## src/hdl/srts_pkg.sv

```systemverilog
// Shared types and constants for the shortest-remaining-time scheduler.
package srts_pkg;

    localparam int MAX_JOBS_DEF  = 16;
    localparam int TIME_BITS_DEF = 16;

    localparam int ARRIVAL_W    = 16;
    localparam int BURST_W      = 16;
    localparam int JOB_INDEX_W  = 4;
    localparam int COMPLETION_W = 21;
    localparam int TURNAROUND_W = 20;
    localparam int WAITING_W    = 20;

    typedef struct packed {
        logic [ARRIVAL_W-1:0] arrive_at;
        logic [BURST_W-1:0]   service_units;
        logic                 last_job;
    } job_t;

    typedef struct packed {
        logic [JOB_INDEX_W-1:0]  job_index;
        logic [COMPLETION_W-1:0] finish_at;
        logic [TURNAROUND_W-1:0] turnaround_time;
        logic [WAITING_W-1:0]    wait_span;
        logic                    last_result;
    } result_t;

    // Commands broadcast from the controller to every cell
    typedef struct packed {
        logic load;
        logic update;
        logic finish;
        logic clear;
    } cell_ctl_t;

endpackage

```

## src/hdl/shortest_remaining_time_scheduler.sv

```systemverilog
// Preemptive shortest-remaining-time-first scheduler: job loader, cell chain and event controller.
// Jobs are taken one per cycle into a row of MAX_JOBS cells, in input order; a job beyond
// MAX_JOBS is dropped, but its last_job mark still starts the schedule. Scheduling is event
// driven rather than unit by unit: each event sends a selection record down the cell chain,
// one cell per cycle, which finds the ready job with least remaining time (ties to earlier
// arrival, then lower index) and the next pending arrival. Each event passes S_START, S_SCAN and
// S_DECIDE, then S_ADVANCE when a job runs; a completion adds S_FINISH and S_EMIT, which waits
// out any output stall. A set of n jobs needs at most about 2n events. No job is taken while
// a set is being scheduled, and the next set may load as soon as the final result sits in the
// output register.
module shortest_remaining_time_scheduler
    import srts_pkg::*;
#(
    parameter int MAX_JOBS  = MAX_JOBS_DEF,
    parameter int TIME_BITS = TIME_BITS_DEF
)
(
    input  logic    clk,
    input  logic    rst_n,
    input  logic    job_valid,
    output logic    job_stall,
    input  job_t    job,
    output logic    result_valid,
    input  logic    result_stall,
    output result_t result
);

    localparam int IDX_W = (MAX_JOBS > 1) ? $clog2(MAX_JOBS) : 1;
    localparam int CNT_W = $clog2(MAX_JOBS + 1);
    localparam int CLK_W = TIME_BITS + CNT_W;

    typedef enum logic [6:0] {
        S_LOAD    = 7'b0000001,
        S_START   = 7'b0000010,
        S_SCAN    = 7'b0000100,
        S_DECIDE  = 7'b0001000,
        S_ADVANCE = 7'b0010000,
        S_FINISH  = 7'b0100000,
        S_EMIT    = 7'b1000000
    } state_t;

    state_t               state_reg,     state_next;
    logic [CNT_W-1:0]     cnt_reg,       cnt_next;
    logic [CNT_W-1:0]     fin_reg,       fin_next;
    logic [CLK_W-1:0]     time_reg,      time_next;
    logic                 out_valid_reg, out_valid_next;
    result_t              out_reg,       out_next;
    logic [TIME_BITS-1:0] run_reg,       run_next;
    logic [CLK_W-1:0]     tat_reg,       tat_next;
    logic                 w_found_reg,   w_found_next;
    logic [TIME_BITS-1:0] w_rem_reg,     w_rem_next;
    logic [TIME_BITS-1:0] w_arr_reg,     w_arr_next;
    logic [TIME_BITS-1:0] w_bur_reg,     w_bur_next;
    logic [IDX_W-1:0]     w_idx_reg,     w_idx_next;
    logic                 w_pend_reg,    w_pend_next;
    logic [TIME_BITS-1:0] w_next_reg,    w_next_next;

    cell_ctl_t            ctl;
    logic [IDX_W-1:0]     sel_idx;
    logic [TIME_BITS-1:0] upd_rem;
    logic                 kick;

    logic                 job_xfer;
    logic                 slot_free;
    logic [ARRIVAL_W+TIME_BITS-1:0] arr_wide;
    logic [BURST_W+TIME_BITS-1:0]   bur_wide;
    logic [CLK_W-1:0]     diff;
    logic [CLK_W-1:0]     rem_ext;
    logic                 cut;
    logic [TIME_BITS-1:0] run_pick;
    logic [TIME_BITS-1:0] rem_left;
    logic [CLK_W-1:0]     time_adv;
    logic [CLK_W-1:0]     tat_calc;
    logic [CLK_W-1:0]     wt_calc;
    logic [CNT_W-1:0]     fin_inc;
    logic                 set_done;
    logic [JOB_INDEX_W+IDX_W-1:0]  idx_wide;
    logic [COMPLETION_W+CLK_W-1:0] cmp_wide;
    logic [TURNAROUND_W+CLK_W-1:0] tat_wide;
    logic [WAITING_W+CLK_W-1:0]    wt_wide;

    // Chain links: entry 0 is the empty record injected by the controller
    logic                 ch_valid [0:MAX_JOBS];
    logic                 ch_found [0:MAX_JOBS];
    logic [TIME_BITS-1:0] ch_rem   [0:MAX_JOBS];
    logic [TIME_BITS-1:0] ch_arr   [0:MAX_JOBS];
    logic [TIME_BITS-1:0] ch_bur   [0:MAX_JOBS];
    logic [IDX_W-1:0]     ch_idx   [0:MAX_JOBS];
    logic                 ch_pend  [0:MAX_JOBS];
    logic [TIME_BITS-1:0] ch_next  [0:MAX_JOBS];

    assign ch_valid[0] = kick;
    assign ch_found[0] = 1'b0;
    assign ch_rem[0]   = '0;
    assign ch_arr[0]   = '0;
    assign ch_bur[0]   = '0;
    assign ch_idx[0]   = '0;
    assign ch_pend[0]  = 1'b0;
    assign ch_next[0]  = '0;

    // Build the row of job cells
    for (genvar k = 0; k < MAX_JOBS; k++)
    begin : g_cell
        srts_cell #(
            .TIME_BITS (TIME_BITS),
            .MAX_JOBS  (MAX_JOBS),
            .CELL_IDX  (k)
        ) u_cell (
            .clk        (clk),
            .rst_n      (rst_n),
            .ctl        (ctl),
            .sel_idx    (sel_idx),
            .load_arr   (arr_wide[TIME_BITS-1:0]),
            .load_bur   (bur_wide[TIME_BITS-1:0]),
            .upd_rem    (upd_rem),
            .cur_time   (time_reg),
            .cin_valid  (ch_valid[k]),
            .cin_found  (ch_found[k]),
            .cin_rem    (ch_rem[k]),
            .cin_arr    (ch_arr[k]),
            .cin_bur    (ch_bur[k]),
            .cin_idx    (ch_idx[k]),
            .cin_pend   (ch_pend[k]),
            .cin_next   (ch_next[k]),
            .cout_valid (ch_valid[k+1]),
            .cout_found (ch_found[k+1]),
            .cout_rem   (ch_rem[k+1]),
            .cout_arr   (ch_arr[k+1]),
            .cout_bur   (ch_bur[k+1]),
            .cout_idx   (ch_idx[k+1]),
            .cout_pend  (ch_pend[k+1]),
            .cout_next  (ch_next[k+1])
        );
    end

    // Handshake helpers
    assign job_stall = (state_reg != S_LOAD);
    assign job_xfer  = job_valid && !job_stall;
    assign slot_free = !out_valid_reg || !result_stall;

    // Fit input times to the time width
    assign arr_wide = {{TIME_BITS{1'b0}}, job.arrive_at};
    assign bur_wide = {{TIME_BITS{1'b0}}, job.service_units};

    // Run length: the winner runs until it ends or the next arrival comes in
    assign diff     = {{(CLK_W - TIME_BITS){1'b0}}, w_next_reg} - time_reg;
    assign rem_ext  = {{(CLK_W - TIME_BITS){1'b0}}, w_rem_reg};
    assign cut      = w_pend_reg && (diff < rem_ext);
    assign run_pick = cut ? diff[TIME_BITS-1:0] : w_rem_reg;
    assign rem_left = w_rem_reg - run_reg;
    assign time_adv = time_reg + {{(CLK_W - TIME_BITS){1'b0}}, run_reg};

    // Completion figures
    assign tat_calc = time_reg - {{(CLK_W - TIME_BITS){1'b0}}, w_arr_reg};
    assign wt_calc  = tat_reg - {{(CLK_W - TIME_BITS){1'b0}}, w_bur_reg};
    assign fin_inc  = fin_reg + CNT_W'(1);
    assign set_done = (fin_inc == cnt_reg);
    assign idx_wide = {{JOB_INDEX_W{1'b0}}, w_idx_reg};
    assign cmp_wide = {{COMPLETION_W{1'b0}}, time_reg};
    assign tat_wide = {{TURNAROUND_W{1'b0}}, tat_reg};
    assign wt_wide  = {{WAITING_W{1'b0}}, wt_calc};

    // Sequence loading, chain scans, time advance and result transfer
    always_comb
    begin
        state_next     = state_reg;
        cnt_next       = cnt_reg;
        fin_next       = fin_reg;
        time_next      = time_reg;
        out_valid_next = out_valid_reg && result_stall;
        out_next       = out_reg;
        run_next       = run_reg;
        tat_next       = tat_reg;
        w_found_next   = w_found_reg;
        w_rem_next     = w_rem_reg;
        w_arr_next     = w_arr_reg;
        w_bur_next     = w_bur_reg;
        w_idx_next     = w_idx_reg;
        w_pend_next    = w_pend_reg;
        w_next_next    = w_next_reg;
        ctl            = '0;
        sel_idx        = w_idx_reg;
        upd_rem        = rem_left;
        kick           = 1'b0;

        case (state_reg)
            S_LOAD:
            begin
                sel_idx = cnt_reg[IDX_W-1:0];
                if (job_xfer)
                begin
                    if (cnt_reg < CNT_W'(MAX_JOBS))
                    begin
                        ctl.load = 1'b1;
                        cnt_next = cnt_reg + CNT_W'(1);
                    end
                    if (job.last_job)
                    begin
                        state_next = S_START;
                    end
                end
            end
            S_START:
            begin
                kick       = 1'b1;
                state_next = S_SCAN;
            end
            S_SCAN:
            begin
                if (ch_valid[MAX_JOBS])
                begin
                    w_found_next = ch_found[MAX_JOBS];
                    w_rem_next   = ch_rem[MAX_JOBS];
                    w_arr_next   = ch_arr[MAX_JOBS];
                    w_bur_next   = ch_bur[MAX_JOBS];
                    w_idx_next   = ch_idx[MAX_JOBS];
                    w_pend_next  = ch_pend[MAX_JOBS];
                    w_next_next  = ch_next[MAX_JOBS];
                    state_next   = S_DECIDE;
                end
            end
            S_DECIDE:
            begin
                if (w_found_reg)
                begin
                    run_next   = run_pick;
                    state_next = S_ADVANCE;
                end
                else
                begin
                    // nothing ready: idle until the next arrival, or step the time by one when none is pending
                    if (w_pend_reg)
                    begin
                        time_next = {{(CLK_W - TIME_BITS){1'b0}}, w_next_reg};
                    end
                    else
                    begin
                        time_next = time_reg + CLK_W'(1);
                    end
                    state_next = S_START;
                end
            end
            S_ADVANCE:
            begin
                ctl.update = 1'b1;
                ctl.finish = (rem_left == '0);
                time_next  = time_adv;
                state_next = (rem_left == '0) ? S_FINISH : S_START;
            end
            S_FINISH:
            begin
                tat_next   = tat_calc;
                state_next = S_EMIT;
            end
            S_EMIT:
            begin
                if (slot_free)
                begin
                    out_valid_next           = 1'b1;
                    out_next.job_index       = idx_wide[JOB_INDEX_W-1:0];
                    out_next.finish_at       = cmp_wide[COMPLETION_W-1:0];
                    out_next.turnaround_time = tat_wide[TURNAROUND_W-1:0];
                    out_next.wait_span       = wt_wide[WAITING_W-1:0];
                    out_next.last_result     = set_done;
                    fin_next                 = fin_inc;
                    if (set_done)
                    begin
                        // drop the finished set and reopen for loading
                        ctl.clear  = 1'b1;
                        cnt_next   = '0;
                        fin_next   = '0;
                        time_next  = '0;
                        state_next = S_LOAD;
                    end
                    else
                    begin
                        state_next = S_START;
                    end
                end
            end
            default:
            begin
                state_next = S_LOAD;
            end
        endcase
    end

    // Control registers
    always_ff @(posedge clk or negedge rst_n)
    begin
        if (!rst_n)
        begin
            state_reg     <= S_LOAD;
            cnt_reg       <= '0;
            fin_reg       <= '0;
            time_reg      <= '0;
            out_valid_reg <= 1'b0;
        end
        else
        begin
            state_reg     <= state_next;
            cnt_reg       <= cnt_next;
            fin_reg       <= fin_next;
            time_reg      <= time_next;
            out_valid_reg <= out_valid_next;
        end
    end

    // Payload registers
    always_ff @(posedge clk)
    begin
        out_reg     <= out_next;
        run_reg     <= run_next;
        tat_reg     <= tat_next;
        w_found_reg <= w_found_next;
        w_rem_reg   <= w_rem_next;
        w_arr_reg   <= w_arr_next;
        w_bur_reg   <= w_bur_next;
        w_idx_reg   <= w_idx_next;
        w_pend_reg  <= w_pend_next;
        w_next_reg  <= w_next_next;
    end

    assign result_valid = out_valid_reg;
    assign result       = out_reg;

endmodule

```

## src/hdl/srts_cell.sv

```systemverilog
// One job cell: holds a job and folds it into the selection record passing down the chain.
module srts_cell
    import srts_pkg::*;
#(
    parameter int TIME_BITS = TIME_BITS_DEF,
    parameter int MAX_JOBS  = MAX_JOBS_DEF,
    parameter int CELL_IDX  = 0,
    localparam int IDX_W    = (MAX_JOBS > 1) ? $clog2(MAX_JOBS) : 1,
    localparam int CLK_W    = TIME_BITS + $clog2(MAX_JOBS + 1)
)
(
    input  logic                 clk,
    input  logic                 rst_n,
    input  cell_ctl_t            ctl,
    input  logic [IDX_W-1:0]     sel_idx,
    input  logic [TIME_BITS-1:0] load_arr,
    input  logic [TIME_BITS-1:0] load_bur,
    input  logic [TIME_BITS-1:0] upd_rem,
    input  logic [CLK_W-1:0]     cur_time,
    input  logic                 cin_valid,
    input  logic                 cin_found,
    input  logic [TIME_BITS-1:0] cin_rem,
    input  logic [TIME_BITS-1:0] cin_arr,
    input  logic [TIME_BITS-1:0] cin_bur,
    input  logic [IDX_W-1:0]     cin_idx,
    input  logic                 cin_pend,
    input  logic [TIME_BITS-1:0] cin_next,
    output logic                 cout_valid,
    output logic                 cout_found,
    output logic [TIME_BITS-1:0] cout_rem,
    output logic [TIME_BITS-1:0] cout_arr,
    output logic [TIME_BITS-1:0] cout_bur,
    output logic [IDX_W-1:0]     cout_idx,
    output logic                 cout_pend,
    output logic [TIME_BITS-1:0] cout_next
);

    logic                 valid_reg;
    logic                 done_reg;
    logic [TIME_BITS-1:0] arr_reg;
    logic [TIME_BITS-1:0] bur_reg;
    logic [TIME_BITS-1:0] rem_reg;
    logic                 cv_reg;
    logic                 found_reg;
    logic [TIME_BITS-1:0] crem_reg;
    logic [TIME_BITS-1:0] carr_reg;
    logic [TIME_BITS-1:0] cbur_reg;
    logic [IDX_W-1:0]     cidx_reg;
    logic                 pend_reg;
    logic [TIME_BITS-1:0] next_reg;

    logic [CLK_W-1:0] arr_ext;
    logic             hit;
    logic             active;
    logic             ready;
    logic             pending;
    logic             take;
    logic             earlier;

    // Judge the own job against the record arriving from the left
    assign arr_ext = {{(CLK_W - TIME_BITS){1'b0}}, arr_reg};
    assign hit     = (sel_idx == IDX_W'(CELL_IDX));
    assign active  = valid_reg && !done_reg;
    assign ready   = active && (arr_ext <= cur_time);
    assign pending = active && !ready;
    assign take    = ready && (!cin_found || (rem_reg < cin_rem) ||
                               ((rem_reg == cin_rem) && (arr_reg < cin_arr)));
    assign earlier = pending && (!cin_pend || (arr_reg < cin_next));

    // Hold job flags; load, retire and clear on command
    always_ff @(posedge clk or negedge rst_n)
    begin
        if (!rst_n)
        begin
            valid_reg <= 1'b0;
            done_reg  <= 1'b0;
            cv_reg    <= 1'b0;
        end
        else
        begin
            cv_reg <= cin_valid;
            if (ctl.clear)
            begin
                valid_reg <= 1'b0;
                done_reg  <= 1'b0;
            end
            else if (ctl.load && hit)
            begin
                valid_reg <= 1'b1;
                done_reg  <= 1'b0;
            end
            else if (ctl.update && hit)
            begin
                done_reg <= ctl.finish;
            end
        end
    end

    // Hold job times and pass the record to the right
    always_ff @(posedge clk)
    begin
        if (ctl.load && hit)
        begin
            arr_reg <= load_arr;
            bur_reg <= load_bur;
            rem_reg <= load_bur;
        end
        else if (ctl.update && hit)
        begin
            rem_reg <= upd_rem;
        end
        found_reg <= cin_found || ready;
        crem_reg  <= take ? rem_reg : cin_rem;
        carr_reg  <= take ? arr_reg : cin_arr;
        cbur_reg  <= take ? bur_reg : cin_bur;
        cidx_reg  <= take ? IDX_W'(CELL_IDX) : cin_idx;
        pend_reg  <= cin_pend || pending;
        next_reg  <= earlier ? arr_reg : cin_next;
    end

    assign cout_valid = cv_reg;
    assign cout_found = found_reg;
    assign cout_rem   = crem_reg;
    assign cout_arr   = carr_reg;
    assign cout_bur   = cbur_reg;
    assign cout_idx   = cidx_reg;
    assign cout_pend  = pend_reg;
    assign cout_next  = next_reg;

endmodule
```

## config.mk

```make
export PLATFORM = sky130hd
export DESIGN_NAME = shortest_remaining_time_scheduler
export DESIGN_NICKNAME = d
export VERILOG_FILES = /design/src/hdl/srts_pkg.sv /design/src/hdl/shortest_remaining_time_scheduler.sv /design/src/hdl/srts_cell.sv
export SDC_FILE = /design/constraint.sdc
export NUM_CORES = 2
export LEC_CHECK = 0
export ABC_AREA = 1
export BUFFER_PORTS_ARGS = -buffer_cell sky130_fd_sc_hd__buf_2
export CAP_MARGIN = 20
export CORE_UTILIZATION = 40
export CTS_CLUSTER_DIAMETER = 60
export CTS_CLUSTER_SIZE = 24
export DETAILED_ROUTE_END_ITERATION = 8
export GPL_ROUTABILITY_DRIVEN = 0
export GPL_TIMING_DRIVEN = 0
export PLACE_DENSITY = 0.56
export SYNTH_ARGS = -nofsm -noshare
export SYNTH_HDL_FRONTEND = slang
export SYNTH_SLANG_ARGS = --single-unit
```

## constraint.sdc

```tcl
create_clock -name clk -period 5.3 [get_ports clk]
set_input_delay 0.53 -clock clk [delete_from_list [all_inputs] [get_ports clk]]
set_output_delay 0.53 -clock clk [all_outputs]
set_load 0.02 [all_outputs]
```

After elaboration in Yosys (flattened, before gate mapping)

Cells that the tools add are included.

Register bits after elaboration: 2132
Latch bits: 0
Memory bits (writable): 0
Memory bits (read-only): 0
Bits of input ports: 37
Output and inout port bits: 68
Logic and storage cells: 873
Memories kept: 0

$add $sub $neg: 8
Multipliers: 0
Div/mod/pow operators: 0
Magnitude comparators: 63
Equality and inequality tests: 46
Shift-type cells: 0
Mux-type cells: 203
Bitwise gates (word level): 0
Reduce and logical (&&, ||, !) cells: 327

Operators by type and width:

| kind                                                            | count |
|---|---|
| 16-bit two-way mux                                              | 93 |
| 16-bit < comparator                                             | 45 |
| 16-bit by 21-bit less-or-equal comparator with 1-bit output     | 16 |
| 16-bit == test                                                  | 15 |
| 1-bit logical AND                                               | 128 |
| 1-bit two-way mux                                               | 89 |
| 21-bit two-way mux                                              | 4 |
| 1-bit logical OR                                                | 76 |
| 2-bit nonzero test                                              | 33 |
| 1-bit logical NOT                                               | 65 |
| 21-bit one-hot mux with 3 select lines                          | 1 |
| 3-bit nonzero test                                              | 17 |
| 7-bit one-hot mux with 7 select lines                           | 1 |
| 20-bit by 16-bit subtractor with 20-bit output                  | 2 |
| 4-bit == test, second input constant                            | 8 |
| 5-bit two-way mux                                               | 6 |
| 7-bit two-way mux                                               | 4 |
| 21-bit by 1-bit adder with 21-bit output, second input constant | 1 |
| 21-bit by 16-bit adder with 21-bit output                       | 1 |
| 21-bit by 16-bit < comparator with 1-bit output                 | 1 |
| 16-bit by 21-bit subtractor with 21-bit output                  | 1 |
| 4-bit by 3-bit == test with 1-bit output, second input constant | 4 |
| 16-bit logical NOT                                              | 1 |
| 16-bit subtractor                                               | 1 |
| 23 further kinds                                                | 34 |

Depth between registers and ports, before layout

Depth in word-level cells: 8
Gate-level depth with buffers: 25
Gate-level depth less buffers: 24

Hierarchy

Synthesis repeated with hierarchy kept, for this count alone.

Cells, all modules: 12804
Area, all modules: 107784.6 um^2

Modules (own cells, without submodules):

| module                             | times used | cells an instance | area an instance (um^2) |
|---|---|---|---|
| srts_cell at g_cell[10].u_cell ... | 6          | 703               | 5925.7 |
| srts_cell at g_cell[11].u_cell ... | 4          | 702               | 5924.4 |
| srts_cell at g_cell[1].u_cell ...  | 4          | 701               | 5868.1 |
| shortest_remaining_time_scheduler  | 1          | 1569              | 13286.5 |
| srts_cell at g_cell[15].u_cell     | 1          | 704               | 5891.9 |
| srts_cell at g_cell[0].u_cell      | 1          | 701               | 5881.9 |

Worst setup path after synthesis

OpenSTA, ideal clock, no wires.

Kind: reg-to-reg
From: register state_reg[1]
To: register fin_reg[2]
Setup time: 0.105 ns
Arrival: 4.758 ns
Data required time: 5.195 ns
Path slack: 0.437 ns
Cell stages (with the launch flop): 8
Path buffers: 0
Clock period less this slack: 4.863 ns
Path through: dfrtp_1 -> nor2_1 -> nand2_1 -> inv_1 -> nand3_1 -> nor2_1 -> inv_1 -> o31ai_1

Cells in the longest elaborated chain, start to end: 2

RTL lines:

| item                          | line                                     | text |
|---|---|---|
| start: declaration            | shortest_remaining_time_scheduler.sv:42  | `state_t state_reg, state_next;` |
| start signal: assignment      | shortest_remaining_time_scheduler.sv:301 | `state_reg <= state_next;` |
| 7-bit == test                 | shortest_remaining_time_scheduler.sv:186 | `case (state_reg)` |
| 2-bit AND reduction (no line) | -                                        |  |
| end signal: assignment        | shortest_remaining_time_scheduler.sv:303 | `fin_reg <= fin_next;` |
| end: declaration              | shortest_remaining_time_scheduler.sv:44  | `logic [CNT_W-1:0] fin_reg, fin_next;` |

No other way between the ends.
A chain may end at the register's enable or synchronous reset.

Final worst setup path

From: register time_reg[2]
To: register run_reg[14], data pin

Cells in the longest elaborated chain, start to end: 4

RTL lines:

| item                                             | line                                     | text |
|---|---|---|
| start: declaration                               | shortest_remaining_time_scheduler.sv:45  | `logic [CLK_W-1:0] time_reg, time_next;` |
| start signal: assignment                         | shortest_remaining_time_scheduler.sv:304 | `time_reg <= time_next;` |
| 16-bit by 21-bit subtractor with 21-bit output * | shortest_remaining_time_scheduler.sv:146 | `assign diff = {{(CLK_W - TIME_BITS){1'b0}}, w_next_reg} - time_reg;` |
| 21-bit by 16-bit < comparator with 1-bit output  | shortest_remaining_time_scheduler.sv:148 | `assign cut = w_pend_reg && (diff < rem_ext);` |
| 1-bit logical AND                                | shortest_remaining_time_scheduler.sv:148 |  |
| 16-bit two-way mux *                             | shortest_remaining_time_scheduler.sv:149 | `assign run_pick = cut ? diff[TIME_BITS-1:0] : w_rem_reg;` |
| named net run_pick[14]                           | shortest_remaining_time_scheduler.sv:70  | `logic [TIME_BITS-1:0] run_pick;` |
| end signal: assignment                           | shortest_remaining_time_scheduler.sv:313 | `run_reg <= run_next;` |
| end: declaration                                 | shortest_remaining_time_scheduler.sv:48  | `logic [TIME_BITS-1:0] run_reg, run_next;` |

Mark *: on every way through the listed nets, which the timed path passes. The rest lies on a longest branch.

==> flow_summary.yaml <==
place:
  dpl_worst_slack_ps: 474
  dpl.hpwl_um: 259000
  place_area_mm2: 0.108
  io_buffers: 104
sta:
  hold_violations: 0
  slew_viol_final: 0
  grt_setup_unrepaired: "no"
  max_freq_mhz: 202
  fin_setup_tns_ps: 0
  finalCritPeriodShare_pct: 93.5
  period_needed_ps: 4950
  max_slew_margin_pct: 13.6
  setup_ws_ps: 345
  tightest_slew_ps: 1280
  setup_violations: 0
  finalClockSkew_ps: 59.6
clock_network:
  cts_max_level: 4
  clk_latency_ps: 880
  clk_path_buf_depth: 3
  cts_num_sinks: 2132
  post_cts_resize_count: 0
  cts_root_buf: "clkbuf_16"
  cts_inserted_buffers: 154
  clk_pin_slew_ps: 90
  cts_tree: "done"
power_and_ir_drop:
  ir_drop_mv: 0.274
  cellPowerDensity_mw_per_mm2: 476
  total_power_w: 0.0540
  cellLeakagePower_nw: 50.4
die:
  die_y_um: 507
  core_mm2: 0.254
  start_util_pct: 40.2
  die_area_mm2: 0.257
  die_w_um: 507
  placementRows: 185
  pin_count: 105
critical_path:
  worst-r2r-cell-count: 23
  worst_ep_arrival_time_ps: 5560
  cp_data_required_time_ps: 5900
  reg2reg_to: "run_reg[14]$_DFFE_PP_"
  rrSetupSlack_ps: 350
  critPathMaxStageDelay_ps: 690
  critPathCaptureType: "flip-flop"
  cp_common_cell: "nand2_1"
  worstPathCellList: "inv_2, ha_1, nand2_1, nand3_1, a21oi_1, o21ai_0, xor2_1, ha_1, nand2_1, inv_1, nand2_1, nand2_1, a21oi_1, nand2_1, nand2_1, nand2_1, nand2_1, nand3_1, nor2_2, nand2_2, buf_2, nand2_1, nand2_1"
  r2r_start: "time_reg[2]$_DFFE_PN0P_"
  start_kind: "flip-flop"
  path_max_fanout: 18
  crit_type: "reg -> reg"
  critical_path.slowest_cell: "inv_2"
grt:
  grt_usage_pct: 24.8
  grt_pass1_vias: 78100
  use_met3_pct: 3.54
  grt_first_pass_wirelength_um: 478000
  grt_antenna_before_repair: 14
  gr-total-overflow: 0
  met1_usage_pct: 29.3
  top_usage_layer: "met2"
  grt_max_degree: 56
  gr-usage-met2_pct: 42.7
logic_synthesis:
  ys.flop_type: "dfxtp_1"
  synth_top_cell_by_area: "edfxtp_1"
  synth-seq-cells: 2132
  synth-async-reset-ratio_pct: 4.08
  synthTopCellsByArea: "edfxtp_1 28%, dfxtp_1 22%, ha_1 13%, nand2_1 12%, nand3_1 5.8%"
  synth.distinct_cells: 50
  synth_nets: 12500
  seq_area_frac_synth_pct: 51.5
  synth_area_per_cell_um2: 8.93
  syn_area_mm2: 0.102
  synth_cells: 11400
  synth_top_area_share_pct: 27.7
  ys_warn_count: 0
  synth_edf_count: 940
min_path:
  min-delay-start: "job[9]"
  hold_depth: 1
  whs_endpoint: "g_cell[1].u_cell.bur_reg[8]$_DFFE_PP_"
  hp-class: "in -> reg"
final_layout:
  regArea_mm2: 0.0525
  n_fill_cell: 24100
  final_cell_area_mm2: 0.113
  layout-drive-gt1-share_pct: 6.88
  multi_input_area_mm2: 0.0431
  area_growth_pct: 11.0
  nets: 12800
run:
  max_cap_violations: 0
detailed_routing:
  route.detailed.drc: 0
  vias_per_cell: 5.24
  vias: 79800
  final_antenna_net_count: 0
  first_iter_violations: 6557
  wl_um: 324000
  dr.pass1.iters: 6
  drt-wirelength-per-cell_um: 21.2
run_status:
  status: "finished clean"
-- worst max-delay path: cells and delay by family (launching register included) --
kind	cells	cell delay (ps)
xor+xnor	1	340
fa+ha+maj	2	730
simple gates	14	1480
compound gates	3	650
flops	1	520
buf+inv	3	980
-- cell type report --
cell class	count	share of cell area [%]
antenna	7	0.0155
buffer	393	1.63
clock buffer	174	3.57
clock inverter	116	1.37
inverter	1253	4.15
multi-input combinational	7648	38.0
sequential	2132	46.4
tap	3366	3.72
timing repair buffer	153	1.17
-- cells in the mapped netlist (10+ instances only) --
master / instances
nand2_1: 3322
inv_1: 1236
nand3_1: 1178
dfxtp_1: 1105
ha_1: 1043
edfxtp_1: 940
a21oi_1: 570
o21ai_0: 332
nor2_1: 311
o21ai_1: 210
buf_2: 196
nand4_1: 162
clkbuf_1: 154
nor3_1: 87
dfrtp_1: 86
xor2_1: 49
o211ai_1: 44
or2_2: 42
o21a_1: 41
a21boi_0: 32
nand2_2: 27
nor4_1: 27
nand3b_1: 25
xnor2_1: 23
buf_1: 19
o21bai_1: 17
inv_2: 16
buf_4: 15
a21oi_2: 14
nor2_4: 14
a31oi_1: 10
nor2_2: 10
-- cells by family (layout without fill, tap and decap cells) --
logic type               Yosys count  in the layout  synth area share (%)
AO/OA/AOI/OAI                   1300           1300                  6.84
XOR/XNOR                          72             72                 0.618
adder cells (fa/ha/maj)         1048           1048                  12.9
buffers and inverters           1646           2089                  6.42
flip-flops                      2132           2132                  51.5
other                              0              7                     0
AND/OR/NAND/NOR                 5228           5228                  21.8
-- power breakdown --
part / total [W] / switching (W) / leakage (nW) / internal (W)
logic: 0.0184 / 0.0126 / 29.1 / 0.00574
registers: 0.0226 / 0.00193 / 18.7 / 0.0207
clock network: 0.0130 / 0.00668 / 2.69 / 0.00627
total: 0.0540 / 0.0212 / 50.4 / 0.0327
-- per-layer routing --
layer	share of wire, %	wire [µm]
met1	40	129000
met2	48	154000
met3	6.0	19400
met4	6.7	21600
met5	0.0040	13
-- cell usage in the layout (no fill, tap or decap), drive strengths merged, types with 162 or more instances in the layout --
cell	synthesis	final
buf	239	389
edfxtp	940	940
a21oi	584	584
nand2	3350	3350
dfxtp	1105	1105
inv	1252	1298
ha	1043	1043
nor2	335	335
nand3	1185	1185
nand4	162	162
o21ai	542	542
clkbuf	154	330
-- how the worst max path moves through the flow --
stage / from / endpoint
final: time_reg[2]$_DFFE_PN0P_ / run_reg[14]$_DFFE_PP_
after global routing: time_reg[2]$_DFFE_PN0P_ / run_reg[14]$_DFFE_PP_
after CTS: time_reg[2]$_DFFE_PN0P_ / run_reg[14]$_DFFE_PP_
after detailed placement: time_reg[2]$_DFFE_PN0P_ / run_reg[14]$_DFFE_PP_
after global placement: state_reg[1]$_DFFE_PN0P_ / fin_reg[3]$_DFFE_PN0P_
after floorplan: state_reg[1]$_DFFE_PN0P_ / fin_reg[2]$_DFFE_PN0P_
-- metrics by stage --
stage / utilization (%) / hold WS, ps / instances
after floorplan: - / 234 / 11400
after global placement: 42.1 / 335 / 14900
after detailed placement: 42.4 / 335 / 14900
after CTS: 44.6 / 113 / 15200
after global routing: 44.6 / 142 / 15200
final: 44.6 / 168 / 15200
-- repair_timing --
item                                    4_1_cts  5_1_grt
endpoints found under the setup margin        0        0
endpoints found under the hold margin        32        0
buffers inserted                              0        0
hold buffers                                  1        0
Note: power is estimated with default switching activity, not from simulation.
